### src/rtl/core/snd_pkg.sv
// ----------------------------------------------------------------------------
// snd_pkg
// Shared types and constants for the single-level name directory.
// ----------------------------------------------------------------------------
package snd_pkg;

  localparam int unsigned HeadW     = 64;
  localparam int unsigned TailW     = 8;
  localparam int unsigned NameW     = HeadW + TailW;
  localparam int unsigned NameBytes = HeadW / 8;
  localparam int unsigned TotalW    = 5;

  typedef enum logic [1:0] {
    REQ_CREATE = 2'd0,
    REQ_DELETE = 2'd1,
    REQ_SEARCH = 2'd2,
    REQ_LIST   = 2'd3
  } req_e;

  typedef enum logic [3:0] {
    ST_CREATED     = 4'd0,
    ST_DUPLICATE   = 4'd1,
    ST_FULL        = 4'd2,
    ST_DELETED     = 4'd3,
    ST_DEL_MISSING = 4'd4,
    ST_FOUND       = 4'd5,
    ST_NOT_FOUND   = 4'd6,
    ST_LIST_ENTRY  = 4'd7,
    ST_LIST_EMPTY  = 4'd8
  } status_e;

  typedef enum logic [2:0] {
    S_IDLE      = 3'd0,
    S_SCAN      = 3'd1,
    S_RESULT    = 3'd2,
    S_DEL_RD    = 3'd3,
    S_DEL_WR    = 3'd4,
    S_LIST_RD   = 3'd5,
    S_LIST_EMIT = 3'd6
  } state_e;

  // controller -> datapath
  typedef struct packed {
    logic    load;        // capture request and restart the table walk
    logic    scan_step;   // read next entry, compare the previous one
    logic    latch_slot;  // remember index of the matching entry
    logic    rd_last;     // read the last stored entry
    logic    wr_new;      // append the request name
    logic    wr_move;     // move last entry into the matched slot
    logic    list_rd;     // read entry at the walk index
    logic    list_next;   // advance the walk index
    logic    emit;        // load the output register
    logic    emit_entry;  // output word carries a stored entry
    status_e status;
  } snd_cmd_t;

  // datapath -> controller
  typedef struct packed {
    req_e req;
    req_e req_in;     // request type offered at the input port
    logic match;
    logic exhausted;
    logic full;
    logic empty;
    logic list_last;
    logic out_free;
  } snd_sts_t;

endpackage

### src/rtl/core/single_level_name_directory.sv
// ----------------------------------------------------------------------------
// single_level_name_directory
// Table of up to MAX_NAMES unique 9-byte names with create, delete, search
// and list requests.
// ----------------------------------------------------------------------------
// Usage:
//   Request channel (in_valid_i / in_ready_o) carries req_type_i plus the name
//   as name_head_i (bytes 0..7) and name_tail_i (byte 8). One request is in
//   work at a time; in_ready_o is high only while the sequencer is idle.
//   Result channel (out_valid_o / out_ready_i) returns one word per create,
//   delete or search, and one word per stored entry for a list (last_o marks
//   the final word), or a single list-empty word.
//   Table walk: a create, search or delete reads one entry per cycle from the
//   name RAM until a match or the end of the table; a delete hit then reads
//   the last entry and moves it into the freed slot. A list reads an entry,
//   emits its word, and only then reads the next entry.
//   Reset empties the table at once; no clearing pass is needed.
//   When the receiver stalls, the result word is held in the output register
//   and the sequencer waits before issuing the next word.
// ----------------------------------------------------------------------------
module single_level_name_directory import snd_pkg::*; #(
  parameter int unsigned MAX_NAMES = 16
) (
  input  logic              clk_i,
  input  logic              rst_ni,
  input  logic              in_valid_i,
  output logic              in_ready_o,
  input  logic [1:0]        req_type_i,
  input  logic [HeadW-1:0]  name_head_i,
  input  logic [TailW-1:0]  name_tail_i,
  output logic              out_valid_o,
  input  logic              out_ready_i,
  output logic [3:0]        status_o,
  output logic [HeadW-1:0]  entry_head_o,
  output logic [TailW-1:0]  entry_tail_o,
  output logic [TotalW-1:0] entry_total_o,
  output logic              last_o
);

  snd_cmd_t cmd;
  snd_sts_t sts;

  snd_ctrl u_ctrl (
    .clk_i      (clk_i),
    .rst_ni     (rst_ni),
    .in_valid_i (in_valid_i),
    .in_ready_o (in_ready_o),
    .sts_i      (sts),
    .cmd_o      (cmd)
  );

  snd_dp #(
    .MaxNames (MAX_NAMES)
  ) u_dp (
    .clk_i         (clk_i),
    .rst_ni        (rst_ni),
    .cmd_i         (cmd),
    .sts_o         (sts),
    .req_type_i    (req_type_i),
    .name_head_i   (name_head_i),
    .name_tail_i   (name_tail_i),
    .out_ready_i   (out_ready_i),
    .out_valid_o   (out_valid_o),
    .status_o      (status_o),
    .entry_head_o  (entry_head_o),
    .entry_tail_o  (entry_tail_o),
    .entry_total_o (entry_total_o),
    .last_o        (last_o)
  );

`ifndef NO_ASSERTIONS
  // only list words may leave a request open
  a_last_on_single: assert property (@(posedge clk_i) disable iff (!rst_ni)
    out_valid_o && (status_o != ST_LIST_ENTRY) |-> last_o)
    else $error("non-list word without last");

  a_entry_zero: assert property (@(posedge clk_i) disable iff (!rst_ni)
    out_valid_o && (status_o != ST_LIST_ENTRY) |->
      (entry_head_o == '0) && (entry_tail_o == '0))
    else $error("non-list word carries entry bytes");

  // sequencer leaves idle once a request is taken
  a_one_in_flight: assert property (@(posedge clk_i) disable iff (!rst_ni)
    in_valid_i && in_ready_o |=> !in_ready_o)
    else $error("request accepted while busy");

  a_created_total: assert property (@(posedge clk_i) disable iff (!rst_ni)
    out_valid_o && (status_o == ST_CREATED) |-> (entry_total_o != '0))
    else $error("create reported with empty table");
`endif

endmodule

### src/rtl/core/snd_ram.sv
// ----------------------------------------------------------------------------
// snd_ram
// Generic single-port-write, single-port-read RAM with registered read data.
// ----------------------------------------------------------------------------
module snd_ram #(
  parameter int unsigned Width = 72,
  parameter int unsigned Depth = 16,
  localparam int unsigned AddrW = (Depth > 1) ? $clog2(Depth) : 1
) (
  input  logic             clk_i,
  input  logic             we_i,
  input  logic [AddrW-1:0] waddr_i,
  input  logic [Width-1:0] wdata_i,
  input  logic             re_i,
  input  logic [AddrW-1:0] raddr_i,
  output logic [Width-1:0] rdata_o
);

  logic [Width-1:0] mem_q [Depth];
  logic [Width-1:0] rdata_q;

  always_ff @(posedge clk_i) begin
    if (we_i) begin
      mem_q[waddr_i] <= wdata_i;
    end
    if (re_i) begin
      rdata_q <= mem_q[raddr_i];
    end
  end

  assign rdata_o = rdata_q;

endmodule

### src/rtl/core/snd_dp.sv
// ----------------------------------------------------------------------------
// snd_dp
// Datapath: name canonicalization, name table RAM, walk index, occupancy
// and the output word register.
// ----------------------------------------------------------------------------
module snd_dp import snd_pkg::*; #(
  parameter int unsigned MaxNames = 16
) (
  input  logic              clk_i,
  input  logic              rst_ni,
  input  snd_cmd_t          cmd_i,
  output snd_sts_t          sts_o,
  input  logic [1:0]        req_type_i,
  input  logic [HeadW-1:0]  name_head_i,
  input  logic [TailW-1:0]  name_tail_i,
  input  logic              out_ready_i,
  output logic              out_valid_o,
  output logic [3:0]        status_o,
  output logic [HeadW-1:0]  entry_head_o,
  output logic [TailW-1:0]  entry_tail_o,
  output logic [TotalW-1:0] entry_total_o,
  output logic              last_o
);

  localparam int unsigned IdxW = (MaxNames > 1) ? $clog2(MaxNames) : 1;
  localparam int unsigned CntW = $clog2(MaxNames + 1);

  // canonical name: bytes after the first zero byte read as zero
  logic [NameBytes-1:0] keep;
  logic [HeadW-1:0]     head_c;
  logic [TailW-1:0]     tail_c;

  always_comb begin
    keep[0] = (name_head_i[7:0] != 8'h00);
    for (int b = 1; b < NameBytes; b++) begin
      keep[b] = keep[b-1] && (name_head_i[8*b +: 8] != 8'h00);
    end
    for (int b = 0; b < NameBytes; b++) begin
      head_c[8*b +: 8] = keep[b] ? name_head_i[8*b +: 8] : 8'h00;
    end
    tail_c = keep[NameBytes-1] ? name_tail_i : '0;
  end

  req_e             req_q;
  logic [NameW-1:0] key_q;
  logic [CntW-1:0]  idx_q,  idx_d;
  logic             pend_q, pend_d;
  logic [IdxW-1:0]  slot_q;
  logic [CntW-1:0]  occ_q,  occ_d;

  logic              out_valid_q;
  status_e           status_q;
  logic [HeadW-1:0]  head_q;
  logic [TailW-1:0]  tail_q;
  logic [TotalW-1:0] total_q;
  logic              last_q;

  logic             ram_we, ram_re;
  logic [IdxW-1:0]  ram_waddr, ram_raddr;
  logic [NameW-1:0] ram_wdata, ram_rdata;

  logic            in_range;
  logic [CntW-1:0] occ_m1, idx_m1;
  logic [CntW:0]   idx_inc;
  logic            list_last;

  always_comb begin
    in_range  = (idx_q < occ_q);
    occ_m1    = occ_q - {{(CntW-1){1'b0}}, 1'b1};
    idx_m1    = idx_q - {{(CntW-1){1'b0}}, 1'b1};
    idx_inc   = {1'b0, idx_q} + {{CntW{1'b0}}, 1'b1};
    list_last = (idx_inc == {1'b0, occ_q});

    ram_re    = (cmd_i.scan_step && in_range) || cmd_i.list_rd || cmd_i.rd_last;
    ram_raddr = cmd_i.rd_last ? occ_m1[IdxW-1:0] : idx_q[IdxW-1:0];
    ram_we    = cmd_i.wr_new || cmd_i.wr_move;
    ram_waddr = cmd_i.wr_move ? slot_q : occ_q[IdxW-1:0];
    ram_wdata = cmd_i.wr_move ? ram_rdata : key_q;

    occ_d = occ_q;
    if (cmd_i.wr_new) begin
      occ_d = occ_q + {{(CntW-1){1'b0}}, 1'b1};
    end else if (cmd_i.wr_move) begin
      occ_d = occ_m1;
    end

    idx_d  = idx_q;
    pend_d = pend_q;
    if (cmd_i.load) begin
      idx_d  = '0;
      pend_d = 1'b0;
    end else begin
      if (cmd_i.scan_step) begin
        pend_d = in_range;
        if (in_range) begin
          idx_d = idx_inc[CntW-1:0];
        end
      end
      if (cmd_i.list_next) begin
        idx_d = idx_inc[CntW-1:0];
      end
    end
  end

  snd_ram #(
    .Width (NameW),
    .Depth (MaxNames)
  ) u_table (
    .clk_i   (clk_i),
    .we_i    (ram_we),
    .waddr_i (ram_waddr),
    .wdata_i (ram_wdata),
    .re_i    (ram_re),
    .raddr_i (ram_raddr),
    .rdata_o (ram_rdata)
  );

  always_ff @(posedge clk_i or negedge rst_ni) begin
    if (!rst_ni) begin
      idx_q       <= '0;
      pend_q      <= 1'b0;
      occ_q       <= '0;
      out_valid_q <= 1'b0;
    end else begin
      idx_q  <= idx_d;
      pend_q <= pend_d;
      occ_q  <= occ_d;
      if (cmd_i.emit) begin
        out_valid_q <= 1'b1;
      end else if (out_ready_i) begin
        out_valid_q <= 1'b0;
      end
    end
  end

  always_ff @(posedge clk_i) begin
    if (cmd_i.load) begin
      req_q <= req_e'(req_type_i);
      key_q <= {tail_c, head_c};
    end
    // a pending compare belongs to the entry just before the walk index
    if (cmd_i.latch_slot) begin
      slot_q <= idx_m1[IdxW-1:0];
    end
    if (cmd_i.emit) begin
      status_q <= cmd_i.status;
      head_q   <= cmd_i.emit_entry ? ram_rdata[HeadW-1:0] : '0;
      tail_q   <= cmd_i.emit_entry ? ram_rdata[NameW-1:HeadW] : '0;
      total_q  <= TotalW'(occ_d);
      last_q   <= cmd_i.emit_entry ? list_last : 1'b1;
    end
  end

  always_comb begin
    sts_o.req       = req_q;
    sts_o.req_in    = req_e'(req_type_i);
    sts_o.match     = pend_q && (ram_rdata == key_q);
    sts_o.exhausted = !pend_q && !in_range;
    sts_o.full      = (occ_q == CntW'(MaxNames));
    sts_o.empty     = (occ_q == '0);
    sts_o.list_last = list_last;
    sts_o.out_free  = !out_valid_q || out_ready_i;
  end

  assign out_valid_o   = out_valid_q;
  assign status_o      = status_q;
  assign entry_head_o  = head_q;
  assign entry_tail_o  = tail_q;
  assign entry_total_o = total_q;
  assign last_o        = last_q;

endmodule

### src/rtl/core/snd_ctrl.sv
// ----------------------------------------------------------------------------
// snd_ctrl
// Request sequencer: table walk, create / delete / search decisions and the
// list stream.
// ----------------------------------------------------------------------------
module snd_ctrl import snd_pkg::*; (
  input  logic     clk_i,
  input  logic     rst_ni,
  input  logic     in_valid_i,
  output logic     in_ready_o,
  input  snd_sts_t sts_i,
  output snd_cmd_t cmd_o
);

  state_e state_q, state_d;
  logic   found_q, found_d;

  always_ff @(posedge clk_i or negedge rst_ni) begin
    if (!rst_ni) begin
      state_q <= S_IDLE;
      found_q <= 1'b0;
    end else begin
      state_q <= state_d;
      found_q <= found_d;
    end
  end

  always_comb begin
    state_d    = state_q;
    found_d    = found_q;
    cmd_o      = '0;
    in_ready_o = 1'b0;

    unique case (state_q)
      S_IDLE: begin
        in_ready_o = 1'b1;
        if (in_valid_i) begin
          cmd_o.load = 1'b1;
          found_d    = 1'b0;
          state_d    = (sts_i.req_in == REQ_LIST) ? S_LIST_RD : S_SCAN;
        end
      end
      S_SCAN: begin
        if (sts_i.match) begin
          cmd_o.latch_slot = 1'b1;
          found_d          = 1'b1;
          state_d          = (sts_i.req == REQ_DELETE) ? S_DEL_RD : S_RESULT;
        end else if (sts_i.exhausted) begin
          state_d = S_RESULT;
        end else begin
          cmd_o.scan_step = 1'b1;
        end
      end
      S_RESULT: begin
        if (sts_i.out_free) begin
          cmd_o.emit = 1'b1;
          state_d    = S_IDLE;
          unique case (sts_i.req)
            REQ_CREATE: begin
              if (found_q) begin
                cmd_o.status = ST_DUPLICATE;
              end else if (sts_i.full) begin
                cmd_o.status = ST_FULL;
              end else begin
                cmd_o.status = ST_CREATED;
                cmd_o.wr_new = 1'b1;
              end
            end
            REQ_DELETE: cmd_o.status = ST_DEL_MISSING;
            REQ_SEARCH: cmd_o.status = found_q ? ST_FOUND : ST_NOT_FOUND;
            REQ_LIST:   cmd_o.status = ST_LIST_EMPTY;
            default:    cmd_o.status = ST_NOT_FOUND;
          endcase
        end
      end
      S_DEL_RD: begin
        cmd_o.rd_last = 1'b1;
        state_d       = S_DEL_WR;
      end
      S_DEL_WR: begin
        if (sts_i.out_free) begin
          cmd_o.wr_move = 1'b1;
          cmd_o.emit    = 1'b1;
          cmd_o.status  = ST_DELETED;
          state_d       = S_IDLE;
        end
      end
      S_LIST_RD: begin
        if (sts_i.empty) begin
          state_d = S_RESULT;
        end else begin
          cmd_o.list_rd = 1'b1;
          state_d       = S_LIST_EMIT;
        end
      end
      S_LIST_EMIT: begin
        if (sts_i.out_free) begin
          cmd_o.emit       = 1'b1;
          cmd_o.emit_entry = 1'b1;
          cmd_o.status     = ST_LIST_ENTRY;
          cmd_o.list_next  = 1'b1;
          state_d          = sts_i.list_last ? S_IDLE : S_LIST_RD;
        end
      end
      default: state_d = S_IDLE;
    endcase
  end

endmodule

### config.mk
export PLATFORM = sky130hd
export DESIGN_NAME = single_level_name_directory
export DESIGN_NICKNAME = d
export VERILOG_FILES = /design/src/rtl/core/snd_pkg.sv /design/src/rtl/core/single_level_name_directory.sv /design/src/rtl/core/snd_ram.sv /design/src/rtl/core/snd_dp.sv /design/src/rtl/core/snd_ctrl.sv
export SDC_FILE = /design/constraint.sdc
export NUM_CORES = 2
export LEC_CHECK = 0
export BUFFER_PORTS_ARGS = -buffer_cell sky130_fd_sc_hd__buf_2
export CORE_ASPECT_RATIO = 2
export CORE_MARGIN = 3
export CORE_UTILIZATION = 55
export DETAILED_ROUTE_END_ITERATION = 12
export PLACE_DENSITY = 0.72
export SLEW_MARGIN = 0
export SYNTH_ARGS = -nofsm -noshare
export SYNTH_HDL_FRONTEND = slang
export SYNTH_SLANG_ARGS = --single-unit
export TNS_END_PERCENT = 5
### constraint.sdc
create_clock -name clk_i -period 7.38 [get_ports clk_i]
set_input_delay 0 -clock clk_i [delete_from_list [all_inputs] [get_ports clk_i]]
set_output_delay 0 -clock clk_i [all_outputs]
set_load 0.01 [all_outputs]
==> flow_metrics.tcl <==
set metrics [dict create \
    status "finished, final reports clean" \
    p_per_area_nw_per_um2 388 \
    hold_viol 0 \
    max-cap-violations 0 \
    ys_ff_latch 1400 \
    ys_types 56 \
    synth_nets 4090 \
    clkTransAtPathRegs_ns 0.07 \
    synth_area_leaders "edfxtp_1 73%, nand2_1 5.4%, a211oi_1 4.8%" \
    skew_ns 0.0481 \
    slew_violations 0 \
    switchingPower_mw 8.68 \
    synth_async_sr_flop_share 0.0114 \
    wl_mm 145 \
    vias 35100 \
    cp_common_cell "buf_4" \
    min_period_ns 4.44 \
    rows 166 \
    seq_area_sq_um 42000 \
    synth_ff_type "edfxtp_1" \
    first_pass_iters 6 \
    required_ns 7.77 \
    clock-sinks 1400 \
    clockBufferDepth 3 \
    setup_viol 0 \
    seq_area_frac_synth 0.740 \
    p_leak_nw 20.8 \
    clockPowerShare 0.250 \
    layout_setup_ws_ns 2.94 \
    synthCells 3998 \
    initial_core_util 0.554 \
    postCtsSetupRepairBufs 0 \
    htreeDepth 3 \
    dieArea_sq_um 107000 \
    routedWlPerCell_um 25.9 \
    cts_buffers 110 \
    stdcell_area_sq_um 63200 \
    grt_pass1_wl_mm 213 \
    worstHoldPathType "input port to flop" \
    synth_top_area_share 0.733 \
    antenna_found_initial 5 \
    final_layout_size_suffix_gt1_frac 0.102 \
    max_freq_mhz 225 \
    power_frac_seq 0.447 \
    cts_tree "done" \
    grt_pass1_vias 34500 \
    die_y_um 460 \
    grt_usage 0.268 \
    grt_max_degree 205 \
    area_growth_pct 11.5 \
    ant_nets 0 \
    die_w_um 233 \
    path_cells "nand2b_1, nor2b_1, and3_4, buf_4, nor3_1, a31oi_1, nor2_4, buf_4" \
    drcViolationCount 0 \
    dp_hpwl_mm 78.8 \
    combPwrFrac 0.302 \
    place_congestion 0.863 \
    critPathCaptureType "flop" \
    tightest_slew_ns 1.37 \
    synth_area_leader_cell "edfxtp_1" \
    port_buffers 161 \
    cts_root_buf "clkbuf_16" \
    setup_tns_ns 0 \
    yosysMostFrequentCell "edfxtp_1" \
    sw_frac_of_total 0.354 \
    final_cells 5573 \
    peakVddDrop_mv 0.317 \
    core_area_sq_um 102000 \
    crit_type "flop to flop" \
    fillers 7252 \
    drt_iter0_markers 4318 \
    critPathSlowestCell "a31oi_1" \
    numPlacedInstances 5281 \
    p_int_mw 15.9 \
    overflow 0 \
    io_pins 162 \
    nets 4233 \
    cp_max_fo 41 \
    synth_common_cells "1384 x edfxtp_1, 818 x nand2_1, 361 x a211oi_1, 304 x and2_1, 164 x clkbuf_1" \
    startpoint_type "flop" \
    syn-cell-area_sq_um 56700 \
    cpPeakStageDelay_ns 0.74 \
    rsz0062_at_grt "false" \
    fin_crit_sh 0.602 \
    dpl_worst_slack_ns 3.11 \
    crit_arrival_ns 4.83 \
    dpl_cell_area_sq_um 58600 \
    ys_warn_count 0 \
    clk_latency_ns 0.74 \
    postSynthAreaPerCell_sq_um 14.2 \
    slew_headroom 0.0766 \
    viasPerCell 6.29 \
    synth_edf_count 1384 \
    multi_input_area_sq_um 13500 \
]
-- timing repair --
| item | in CTS | in global routing |
|---|---|---|
| hold endpoints to repair | 100 | 0 |
| resized for setup | 0 | 0 |
| hold buffers | 92 | 0 |
-- per-stage QoR --
| stage | total power [mW] | util | hold WS [ns] |
|---|---|---|---|
| 2_1_floorplan | 16.0 | - | -0.296 |
| 3_3_place_gp | 18.3 | 0.572 | -0.0368 |
| 3_5_place_dp | 18.4 | 0.572 | -0.0351 |
| 4_1_cts | 24.5 | 0.617 | 0.0150 |
| 5_1_grt | 25.6 | 0.617 | 0.0471 |
| 6_report | 24.5 | 0.617 | 0.0763 |
-- path summary, 6_finish.rpt --
kind / start / to / slack, ns / depth (start not counted)
worst max-delay path: u_dp.out_valid_o$_DFFE_PN0P_ / u_dp.u_table.mem_q[6][37]$_DFFE_PP_ / 2.94 / 8
worst min register to register: u_ctrl.found_q$_DFFE_PN0P_ / u_ctrl.found_q$_DFFE_PN0P_ / 0.55 / 1
worst min-delay path: req_type_i[0] / u_dp.req_q[0]$_DFFE_PP_ / 0.08 / 2
worst max register to register: u_dp.out_valid_o$_DFFE_PN0P_ / u_dp.u_table.mem_q[6][37]$_DFFE_PP_ / 2.94 / 8
max in group asynchronous: rst_ni / u_dp.occ_q[2]$_DFF_PN0_ / 6.36 / 3
min in group asynchronous: rst_ni / u_dp.out_valid_o$_DFFE_PN0P_ / 0.48 / 3
-- worst max-delay path, delay by kind of cell (launching register included) --
kind	cells	cell delay (ns)
simple gates	5	1.82
buf+inv	2	1.07
compound gates	1	0.74
flops	1	0.39
-- layout by cell type (no fill, tap or decap), types with 6 or more instances in the layout --
master,Yosys,routed
o21ai_0,7,7
nand3_1,7,6
inv_6,0,10
nor4_1,32,31
buf_4,18,54
ha_1,14,14
clkinv_1,0,11
nor3_1,12,12
and3_1,12,10
a31oi_1,151,151
buf_2,57,161
xor2_1,67,67
bufinv_16,0,15
buf_12,0,10
edfxtp_1,1384,1384
and2_0,115,115
and2_1,304,304
nor2_1,31,15
clkbuf_1,164,14
mux2i_1,6,6
dlygate4sd3_1,0,92
nand4_1,6,6
clkinv_2,0,12
nor2_4,0,16
dfrtp_1,16,16
a211oi_1,361,361
inv_1,15,14
a21oi_1,149,148
xnor2_1,19,19
a311oi_1,144,144
clkbuf_16,0,113
nand2_1,818,817
clkinvlp_4,0,15
-- cell families after synthesis --
family | Yosys count | synth area share
flip-flops | 1400 | 0.740
AND/OR/NAND/NOR | 1351 | 0.112
AO/OA/AOI/OAI | 837 | 0.104
buffers and inverters | 301 | 0.0258
XOR/XNOR | 86 | 0.0133
adder cells (fa/ha/maj) | 14 | 0.00309
multiplexers | 9 | 0.00185
-- state kept, by name (all words and copies together) (netlist names), 5 cells and up --
| register | cells |
|---|---|
| u_dp.entry_total_o | 5 |
| u_dp.u_table.rdata_o | 72 |
| u_dp.entry_tail_o | 8 |
| u_dp.idx_q | 5 |
| u_dp.key_q | 72 |
| u_dp.entry_head_o | 64 |
| u_dp.u_table.mem_q | 1152 |
| u_dp.occ_q | 5 |
-- cell type report --
type | count | share of cell area
antenna | 2 | 0.0000792
timing repair buffer | 317 | 0.0369
inverter | 15 | 0.000930
tap | 1344 | 0.0266
sequential | 1400 | 0.664
clock buffer | 127 | 0.0456
clock inverter | 71 | 0.0133
multi-input combinational | 2297 | 0.213
-- routing by layer --
| layer | global-route usage | wire, um | vias to the layer above |
|---|---|---|---|
| met5 | 0 | 13 | - |
| met4 | 0.114 | 5780 | 2 |
| met3 | 0.0471 | 13100 | 357 |
| met2 | 0.447 | 72000 | 1888 |
| met1 | 0.347 | 53600 | 17500 |
| li1 | - | - | 15300 |
-- power by group through the flow --
stage / Combinational (mW) / Sequential (mW) / Clock, mW
floorplan: 4.99 / 11.0 / 0
global placement: 7.15 / 11.1 / 0
detailed placement: 7.29 / 11.1 / 0
CTS: 7.38 / 11.0 / 6.19
global route: 8.03 / 11.0 / 6.50
finish: 7.42 / 11.0 / 6.14
No activity file was read; power rests on OpenSTA's default activity.
